## config.mk

```make
export PLATFORM = sky130hd
export DESIGN_NAME = multichannel_pwm_frame_update_unit
export DESIGN_NICKNAME = d
export VERILOG_FILES = /design/src/hdl/mpwm_pkg.sv /design/src/hdl/multichannel_pwm_frame_update_unit.sv
export SDC_FILE = /design/constraint.sdc
export NUM_CORES = 1
export LEC_CHECK = 0
export ABC_AREA = 1
export ABC_CLOCK_PERIOD_IN_PS = 2800
export BUFFER_PORTS_ARGS = -buffer_cell sky130_fd_sc_hd__buf_2
export CAP_MARGIN = 20
export CORE_MARGIN = 2
export CORE_UTILIZATION = 56
export DETAILED_ROUTE_END_ITERATION = 16
export PLACE_DENSITY = 0.75
export SLEW_MARGIN = 5
export SYNTH_ARGS = -nofsm -noshare
export SYNTH_HDL_FRONTEND = slang
export SYNTH_SLANG_ARGS = --single-unit
```

## constraint.sdc

```tcl
create_clock -name clk -period 2.8 [get_ports clk]
set_input_delay 0.42 -clock clk [delete_from_list [all_inputs] [get_ports clk]]
set_output_delay 0.42 -clock clk [all_outputs]
set_load 0.01 [all_outputs]
```

## src/hdl/mpwm_pkg.sv

```systemverilog
`default_nettype none

package mpwm_pkg;

  localparam int NUM_CHANNELS = 8;
  localparam int PERIOD_STEPS = 255;

  localparam logic [7:0] LAST_STEP = 8'(PERIOD_STEPS - 1);

  localparam logic [15:0] CYCLE_COUNT_RESET = 16'd4;
  localparam logic [15:0] STEP_TICKS_RESET  = 16'd8;
  localparam logic        COUNT_DOWN_RESET  = 1'b1;

  typedef enum logic {
    OP_TICK  = 1'b0,
    OP_WRITE = 1'b1
  } opcode_t;

  typedef enum logic [1:0] {
    CFG_CYCLE_COUNT = 2'd0,
    CFG_STEP_TICKS  = 2'd1,
    CFG_COUNT_DOWN  = 2'd2
  } cfg_reg_t;

endpackage

`default_nettype wire

```

## src/hdl/multichannel_pwm_frame_update_unit.sv

```systemverilog
`default_nettype none
// A tick item passes the input register and then the output register to the master side.
// Throughput: one item per cycle while the output is not stalled; duty write items produce no output item.
// While a finished item waits at the output, one more item is taken into the input
// register; a duty write there moves on, a tick there holds the input until the output frees.
// Reset (rst, synchronous): live duties, levels, queued writes, period and prescale counters
// cleared, step counter at 254, registers back to cycle_count 4, step_ticks 8, count_down 1.
module multichannel_pwm_frame_update_unit
  import mpwm_pkg::*;
(
  input  wire logic        clk,
  input  wire logic        rst,
  // configuration write channel
  input  wire logic        cfg_valid,
  output logic             cfg_ready,
  input  wire logic [1:0]  cfg_index,
  input  wire logic [15:0] cfg_data,
  // input items
  input  wire logic        s_tvalid,
  output logic             s_tready,
  input  wire logic [15:0] s_tdata,   // [2:0] channel, [10:3] duty, [15:11] zero
  input  wire logic        s_tuser,   // [0] opcode
  // result items
  output logic             m_tvalid,
  input  wire logic        m_tready,
  output logic [15:0]      m_tdata,   // [7:0] pin_levels, [15:8] step_index
  output logic             m_tuser    // [0] frame_start
);

  // configuration registers
  logic [15:0] cycle_count;
  logic [15:0] step_ticks;
  logic        count_down;

  // input register
  logic        in_vld;
  opcode_t     in_op;
  logic [2:0]  in_chan;
  logic [7:0]  in_duty;

  // state
  logic [7:0]  live_duty [NUM_CHANNELS];
  logic [7:0]  pending_duty [NUM_CHANNELS];
  logic [NUM_CHANNELS-1:0] pending_valid;
  logic [7:0]  step_counter;
  logic [15:0] period_counter;
  logic [15:0] prescale_counter;
  logic [NUM_CHANNELS-1:0] level_register;

  // output register
  logic        out_vld;
  logic [7:0]  out_levels;
  logic [7:0]  out_step;
  logic        out_frame;

  logic        fire;
  logic        do_tick;
  logic        do_write;
  logic [7:0]  first_step;
  logic        at_first;
  logic        apply;
  logic [7:0]  live_duty_next [NUM_CHANNELS];
  logic [NUM_CHANNELS-1:0] level_next;
  logic [15:0] ticks;
  logic [15:0] prescale_inc;
  logic        advance;
  logic [15:0] prescale_next;
  logic [7:0]  step_next;
  logic        wrapped;
  logic [15:0] period_inc;
  logic [15:0] period_next;

  assign cfg_ready = 1'b1;

  // a write item never blocks on the output side
  assign fire     = in_vld && (in_op == OP_WRITE || !out_vld || m_tready);
  assign do_tick  = fire && in_op == OP_TICK;
  assign do_write = fire && in_op == OP_WRITE;
  assign s_tready = !in_vld || fire;

  assign m_tvalid = out_vld;
  assign m_tdata  = {out_step, out_levels};
  assign m_tuser  = out_frame;

  always_comb begin
    first_step = count_down ? LAST_STEP : 8'd0;
    at_first   = period_counter == 16'd0 && prescale_counter == 16'd0 &&
                 step_counter == first_step;
    apply      = pending_valid != '0 && (cycle_count == 16'd0 || at_first);

    for (int c = 0; c < NUM_CHANNELS; c++) begin
      live_duty_next[c] = (apply && pending_valid[c]) ? pending_duty[c] : live_duty[c];
    end

    // hold levels in zero-count mode, but drop channels just given duty 0
    for (int c = 0; c < NUM_CHANNELS; c++) begin
      if (cycle_count == 16'd0) begin
        level_next[c] = level_register[c] &&
                        !(apply && pending_valid[c] && pending_duty[c] == 8'd0);
      end else begin
        level_next[c] = live_duty_next[c] > step_counter;
      end
    end

    ticks         = (step_ticks == 16'd0) ? 16'd1 : step_ticks;
    prescale_inc  = prescale_counter + 16'd1;
    advance       = prescale_inc >= ticks;
    prescale_next = advance ? 16'd0 : prescale_inc;

    wrapped   = 1'b0;
    step_next = step_counter;
    if (advance) begin
      if (count_down) begin
        if (step_counter == 8'd0 || step_counter > LAST_STEP) begin
          step_next = LAST_STEP;
          wrapped   = 1'b1;
        end else begin
          step_next = step_counter - 8'd1;
        end
      end else begin
        if (step_counter >= LAST_STEP) begin
          step_next = 8'd0;
          wrapped   = 1'b1;
        end else begin
          step_next = step_counter + 8'd1;
        end
      end
    end

    period_inc  = period_counter + 16'd1;
    period_next = period_counter;
    if (wrapped) begin
      period_next = (period_inc >= cycle_count) ? 16'd0 : period_inc;
    end
  end

  always_ff @(posedge clk) begin
    if (rst) begin
      cycle_count <= CYCLE_COUNT_RESET;
      step_ticks  <= STEP_TICKS_RESET;
      count_down  <= COUNT_DOWN_RESET;
    end else if (cfg_valid && cfg_ready) begin
      unique case (cfg_reg_t'(cfg_index))
        CFG_CYCLE_COUNT: cycle_count <= cfg_data;
        CFG_STEP_TICKS:  step_ticks  <= cfg_data;
        CFG_COUNT_DOWN:  count_down  <= cfg_data[0];
        default: ;
      endcase
    end
  end

  // input register
  always_ff @(posedge clk) begin
    if (rst) begin
      in_vld <= 1'b0;
    end else if (s_tready) begin
      in_vld <= s_tvalid;
    end
  end

  always_ff @(posedge clk) begin
    if (s_tvalid && s_tready) begin
      in_op   <= opcode_t'(s_tuser);
      in_chan <= s_tdata[2:0];
      in_duty <= s_tdata[10:3];
    end
  end

  // queued duties: payload only, valid bits below
  always_ff @(posedge clk) begin
    if (do_write && 32'(in_chan) < NUM_CHANNELS) begin
      pending_duty[in_chan] <= in_duty;
    end
  end

  always_ff @(posedge clk) begin
    if (rst) begin
      pending_valid    <= '0;
      level_register   <= '0;
      step_counter     <= LAST_STEP;
      period_counter   <= 16'd0;
      prescale_counter <= 16'd0;
      for (int c = 0; c < NUM_CHANNELS; c++) begin
        live_duty[c] <= 8'd0;
      end
    end else if (do_write) begin
      if (32'(in_chan) < NUM_CHANNELS) begin
        pending_valid[in_chan] <= 1'b1;
      end
    end else if (do_tick) begin
      if (apply) begin
        pending_valid <= '0;
      end
      live_duty      <= live_duty_next;
      level_register <= level_next;
      // counters freeze while cycle_count is zero
      if (cycle_count != 16'd0) begin
        step_counter     <= step_next;
        period_counter   <= period_next;
        prescale_counter <= prescale_next;
      end
    end
  end

  // output register
  always_ff @(posedge clk) begin
    if (rst) begin
      out_vld <= 1'b0;
    end else if (do_tick) begin
      out_vld <= 1'b1;
    end else if (m_tready) begin
      out_vld <= 1'b0;
    end
  end

  always_ff @(posedge clk) begin
    if (do_tick) begin
      out_levels <= level_next;
      out_step   <= step_counter;
      out_frame  <= apply;
    end
  end

endmodule

`default_nettype wire

```

==> results of run 1 <==
==> registers in the layout, indices dropped and copies added (netlist names), 16 cells and up <==
register / cells
cycle_count: 16
live_duty: 64
prescale_counter: 16
period_counter: 16
pending_duty: 64
step_ticks: 16
==> Yosys cell counts (all sizes together) (14+ instances only) <==
cell type | n | share of area
nor2 | 147 | 0.041
nor3 | 30 | 0.011
o21ai | 143 | 0.053
clkbuf | 36 | 0.010
buf | 36 | 0.018
a21oi | 105 | 0.039
xor2 | 23 | 0.015
ha | 104 | 0.095
nand4 | 72 | 0.033
o21bai | 52 | 0.029
dfxtp | 155 | 0.23
nand2 | 351 | 0.098
and2 | 14 | 0.0064
inv | 235 | 0.065
nor4 | 22 | 0.010
nand3 | 71 | 0.026
edfxtp | 93 | 0.20
==> cell families after synthesis <==
| logic type | count (synthesis) | share of synthesized area |
|---|---|---|
| AND/OR/NAND/NOR | 712 | 0.229 |
| flip-flops | 248 | 0.432 |
| AO/OA/AOI/OAI | 323 | 0.133 |
| XOR/XNOR | 27 | 0.0173 |
| other | 1 | 0.000275 |
| buffers and inverters | 310 | 0.0930 |
| adder cells (fa/ha/maj) | 104 | 0.0953 |
==> report_power, final <==
part           internal (uW)  switching (uW)  leakage (uW)
clock                   2220            1510      0.000455
combinational            705             842       0.00589
sequential              3860            92.7       0.00211
total                   6790            2450       0.00845
==> layer usage <==
metal	GRT usage	wire (um)
met5	0	0
met4	0.105	1910
met3	0.0429	2710
met2	0.491	19800
met1	0.354	15900
==> worst paths after layout <==
check	end	slack, ns
worst max-delay path	out_levels[2]	-0.23
worst max register to register	out_levels[2]	-0.23
worst min-delay path	in_duty[5]	0.04
worst min register to register	step_ticks[5]	0.49
==> timing repair <==
item                                    4_1_cts  5_1_grt
gates cloned                                  2        6
endpoints found under the setup margin       56       58
hold buffers                                  0        0
buffers inserted                             28       31
pin swaps                                    48      111
resized for setup                           118      205
==> stage by stage <==
stage / setup TNS, ns / hold WS [ns] / area, um^2
final: -7.45 / 0.0438 / 18200
after global routing: -15.94 / 0.0311 / 18200
after CTS: -1.03 / 0.0317 / 17000
after detailed placement: -12.57 / 0.477 / 15300
after global placement: -7.19 / 0.468 / 15300
after floorplan: 0 / 0.403 / 13700
==> critical path, stage by stage (launching register included) <==
cell and delay [ns]:
dfxtp_2 0.33, inv_2 0.08, ha_4 0.15, nand2_2 0.06
nor2_2 0.09, nand2_2 0.10, nor2_2 0.14, nand2_2 0.11
nand2_8 0.13, buf_12 0.14, nand3_4 0.13, nand2_1 0.12
and2_1 0.12, ha_1 0.15, inv_1 0.05, a21oi_1 0.15
o21ai_1 0.09, a21oi_1 0.23, o21ai_1 0.16, nand2_1 0.15
nand2_1 0.09
==> placed cells by master, fill, tap and decap left out, types with 14 or more instances in the layout <==
| master | instances |
|---|---|
| nand2_1 | 261 |
| inv_1 | 218 |
| buf_4 | 185 |
| dfxtp_1 | 147 |
| nor2_1 | 128 |
| o21ai_0 | 111 |
| edfxtp_1 | 93 |
| a21oi_1 | 91 |
| nand2_2 | 77 |
| nand4_1 | 72 |
| ha_1 | 69 |
| buf_2 | 54 |
| nand3_1 | 52 |
| o21bai_1 | 52 |
| ha_4 | 35 |
| clkbuf_16 | 32 |
| buf_6 | 22 |
| nor4_1 | 21 |
| o21ai_1 | 20 |
| xor2_1 | 19 |
| nor2_2 | 15 |
| inv_2 | 15 |
| nor3_1 | 15 |
| a21oi_2 | 14 |
| nor3_2 | 14 |
==> cell type report <==
class	count	area, um^2	area share
Sequential cell	248	5910	0.325
Inverter	238	901	0.0496
Clock buffer	37	774	0.0426
Tap cell	324	405	0.0223
Multi-Input combinational cell	1168	7740	0.426
Clock inverter	13	156	0.00860
Timing Repair Buffer	279	2290	0.126
==> run metrics, run 1 <==
nets=2106; Detailed Place HPWL=23.6 mm; Final Skew=0.0162 ns; initial core utilization=0.566; RSZ-0062 raised after global routing=true; Hold Crit Start=s_tdata[8]; GRT Overall Usage=0.282; full die area=25600 um^2; Setup crit start kind=flip-flop; number of synthesized flops with an enable pin=93; PwrDens=508 nW/um^2; drt wl/cell=17.5 um; CTS clk-pin slew, worst paths=0.06 ns; Mapped Area=13600 um^2; pin count of the biggest net entering global routing=60; Worst EP arrival=3.33 ns; Final Setup Violations=53; mean area per synthesized cell=7.91 um^2; Synth Warn #=0; filler instances=1665; worst reg2reg path startpoint=period_counter[1]; drt total wl=40.3 mm; slack of the critical path=-0.228 ns; 1st-pass router iterations=6; crit-path max FO=8; worst r2r path cells=20; port bufs=53; worst hold path class=in -> reg; worst slack, placed=-0.330 ns; placed cell count=2195; CP Data Required Time=3.10 ns; synthesized netlist cell count=1725; global-route wire length before repair=58.7 mm; Clock Latency Late Sink=0.55 ns; relative slew slack=0.449; H-tree Lvls=1; CTS max path bufs=3; mean number of vias per cell=5.67; Slew Limit Fails=0; Seq/Total Area, Yosys=0.432; # DRC=0; Tot Pwr=9230 uW; drt first-iter violations=1279; Top-Level Pins=60; failing checks=negative setup slack; min cycle time layout=3.03 ns; Final Wtd Congestion=0.882; post-layout util=0.754; CTS sink cnt=248; layout cells sized above 1=0.289; total grt overflow=0; Hold Crit Depth=1; Net Count, Synth=1869; cts bufs inserted=27; Max VDD drop=570 uV; Root Buffer=clkbuf_16; Primary FF master, synth=dfxtp_1; CP endpoint kind=flip-flop; number of antenna repair diodes=0; Layout area overhead=33.2%; #FFs+latches synth=248; Final period util=1.08; # rows=57; Die Height=160 um; CTS tree=yes; outcome=complete, but fails checks; Final ANT Viol Nets=0; Fmax achieved=330 MHz; number of max-cap violations=0; Non-Filler Instances=2307; final hold violation count=0; ys async rst share=0; vias post-DR=13088; worst setup path category=reg -> reg; Core Region=24100 um^2; width of the chip=160 um; worst setup path start=period_counter[1]; Unique masters post-synth=42; vias in the first global route=12099; LEAKAGE=0.00845 uW; actual slew at the worst max-slew pin=0.823 ns; initial antenna violation count=0
No activity file was read; power rests on OpenSTA's default activity.
==> run 2: changes to the inputs <==
--- a/config.mk
+++ b/config.mk
@@ -10,9 +10,11 @@
 export BUFFER_PORTS_ARGS = -buffer_cell sky130_fd_sc_hd__buf_2
 export CAP_MARGIN = 20
 export CORE_MARGIN = 2
-export CORE_UTILIZATION = 56
+export CORE_UTILIZATION = 58
+export CTS_BUF_LIST = sky130_fd_sc_hd__clkbuf_4 sky130_fd_sc_hd__clkbuf_8
 export DETAILED_ROUTE_END_ITERATION = 16
-export PLACE_DENSITY = 0.75
+export PLACE_DENSITY = 0.78
+export SETUP_SLACK_MARGIN = 0.4
 export SLEW_MARGIN = 5
 export SYNTH_ARGS = -nofsm -noshare
 export SYNTH_HDL_FRONTEND = slang
==> run 2 against run 1 <==
The run still ends with negative setup slack left; largest cell class unchanged; non-clock buffer count increased by 14; die area decreased by 3.4%; critical endpoint is now level_register[6]; worst setup slack got worse by 0.16 ns; clock skew increased by 0.020 ns; final cell count increased by 1.6%; clock-buffer cell count increased by 22.
==> run metrics, run 2 (same netlist as run 1, synthesis figures left out) <==
outcome=complete, but fails checks (unchanged); worst setup path start=step_counter[7] (was period_counter[1]); RSZ-0062 raised after global routing=true (unchanged); Max VDD drop=542 uV (was 570 uV); CTS clk-pin slew, worst paths=0.08 ns (was 0.06 ns); CP endpoint kind=flip-flop (unchanged); critical path's slowest cell=dfxtp_1 (was dfxtp_2); GRT Overall Usage=0.322 (was 0.282); min cycle time layout=3.19 ns (was 3.03 ns); Register Area=5910 um^2 (about the same); CTS max path bufs=3 (unchanged); # rows=56 (was 57); RR Endpoint=level_register[6] (was out_levels[2]); CTS tree=yes (unchanged); PwrDens=484 nW/um^2 (was 508 nW/um^2); total grt overflow=0 (unchanged); pin count of the biggest net entering global routing=119 (was 60); drt total wl=48.0 mm (was 40.3 mm); number of antenna repair diodes=0 (unchanged); most frequent cells in the layout=nand2_1 (227), inv_1 (207), buf_4 (164), dfxtp_1 (146), nor2_1 (119) (was nand2_1 (261), inv_1 (218), buf_4 (185), dfxtp_1 (147), nor2_1 (128)); width of the chip=157 um (was 160 um); worst slack, placed=-0.147 ns (was -0.330 ns); drt wl/cell=20.5 um (was 17.5 um); final hold violation count=0 (unchanged); worst setup path category=reg -> reg (unchanged); slack of the critical path=-0.391 ns (was -0.228 ns); placed cell count=2157 (was 2195); 1st-pass router iterations=6 (unchanged); Hold Crit Depth=1 (unchanged); flop-to-flop setup slack=-0.39 ns (was -0.23 ns); crit-path max FO=10 (was 8); cts bufs inserted=42 (was 27); Fmax achieved=313 MHz (was 330 MHz); number of max-cap violations=0 (unchanged); drt first-iter violations=1829 (was 1279); Final Wtd Congestion=0.888 (was 0.882); TNS Setup=-10.53 ns (was -7.45 ns); Clock Latency Late Sink=0.58 ns (was 0.55 ns); Hold Crit Start=s_tdata[6] (was s_tdata[8]); most common cell after layout, fill and taps aside=nand2_1 (unchanged); Final ANT Viol Nets=0 (unchanged); H-tree Lvls=2 (was 1); nets=2138 (was 2106); Worst EP arrival=3.66 ns (was 3.33 ns); CTS sink cnt=248 (unchanged); relative slew slack=0.310 (was 0.449); crit-path cells=inv_1 > nand2_1 > nand2_1 > nor2_1 > nand2_1 > nor2_2 > nand2_4 > buf_12 > nand2_8 > buf_6 > nand4_1 > nand2_4 > ha_4 > nand2_2 > inv_2 > a221oi_2 > o21ai_1 > nand2_1 > nand3_2 > nand2_1 > inv_1 (was inv_2 > ha_4 > nand2_2 > nor2_2 > nand2_2 > nor2_2 > nand2_2 > nand2_8 > buf_12 > nand3_4 > nand2_1 > and2_1 > ha_1 > inv_1 > a21oi_1 > o21ai_1 > a21oi_1 > o21ai_1 > nand2_1 > nand2_1); Final Skew=0.0365 ns (was 0.0162 ns); actual slew at the worst max-slew pin=1.03 ns (was 0.823 ns); Non-Filler Instances=2345 (was 2307); Setup crit start kind=flip-flop (unchanged); filler instances=1303 (was 1665); initial antenna violation count=0 (unchanged); Core Region=23300 um^2 (was 24100 um^2); Hold Buf Count CTS=0 (unchanged); Detailed Place HPWL=22.9 mm (was 23.6 mm); Max stage delay on crit path=0.41 ns (was 0.33 ns); Layout area overhead=39.5% (was 33.2%); worst hold path class=in -> reg (unchanged); global-route wire length before repair=63.0 mm (was 58.7 mm); worst r2r path cells=21 (was 20); Die Height=157 um (was 160 um); LEAKAGE=0.00860 uW (was 0.00845 uW); worst reg2reg path startpoint=step_counter[7] (was period_counter[1]); Final Setup Violations=61 (was 53); Most common cell on crit path=nand2_1; Root Buffer=clkbuf_8 (was clkbuf_16); layout cells sized above 1=0.354 (was 0.289); Top-Level Pins=60 (unchanged); post-layout util=0.818 (was 0.754); full die area=24800 um^2 (was 25600 um^2); CP Data Required Time=3.27 ns (was 3.10 ns); area of the multi-input gates=8440 um^2 (was 7740 um^2); Final period util=1.14 (was 1.08); initial core utilization=0.587 (was 0.566); port bufs=53 (unchanged); vias in the first global route=13055 (was 12099); biggest regs=live_duty (64), pending_duty (64) (unchanged); vias post-DR=14149 (was 13088); Slew Limit Fails=0 (unchanged); # DRC=0 (unchanged); mean number of vias per cell=6.03 (was 5.67); failing checks=negative setup slack (unchanged); hold endpoint=in_duty[3] (was in_duty[5])
==> run 2: cell types whose count changed in the layout (fill, tap and decap cells not counted), sizes merged <==
cell      before  now
clkinvlp       2    1
buf          275  291
clkinv         9   15
bufinv         3    2
clkbuf        41   61
nand2        352  355
==> run 2: cell type report <==
cell class	instances	share of cell area
Clock inverter	17	0.00716
Timing Repair Buffer	293	0.132
Sequential cell	248	0.311
Inverter	238	0.0475
Multi-Input combinational cell	1171	0.443
Clock buffer	59	0.0387
Tap cell	319	0.0210
==> run 2: worst max-delay path by stage <==
stage / to
after floorplan: out_levels[5]
after global placement: out_levels[7]
after detailed placement: out_levels[7]
after CTS: period_counter[12]
after global routing: level_register[0]
final: level_register[6]
==> run 2: timing repair <==
action,CTS,global route
resized for setup,218,226
cloned,6,4
pin swaps,109,116
setup endpoints to repair,56,62
setup buffers,76,26
==> run 2: metrics by stage <==
step	total power, uW	instance area [um^2]	hold slack [ns]
2_1_floorplan	4720	13900	0.403
3_3_place_gp	5020	15200	0.471
3_5_place_dp	5060	15200	0.472
6_report	9200	19000	0.0245
5_1_grt	9480	19000	0.00924
4_1_cts	8710	17700	0.0188
==> run 2: where the power goes <==
part / switching, uW / internal, uW
Sequential: 105 / 3860
Combinational: 992 / 769
Clock: 1580 / 1900
==> run 2: per-layer routing <==
layer	GRT usage	routed length [um]	vias up
met5	0	0	-
met4	0.172	3590	0
met3	0.0452	4310	299
met2	0.567	23500	884
met1	0.379	16600	6643
li1	-	-	6323
==> run 2: worst max-delay path: cells and delay by family, from the launching register on <==
family / cells / cell delay, ns
compound gates: 2 / 0.42
fa+ha+maj: 1 / 0.21
simple gates: 13 / 1.54
flops: 1 / 0.41
buf+inv: 5 / 0.50
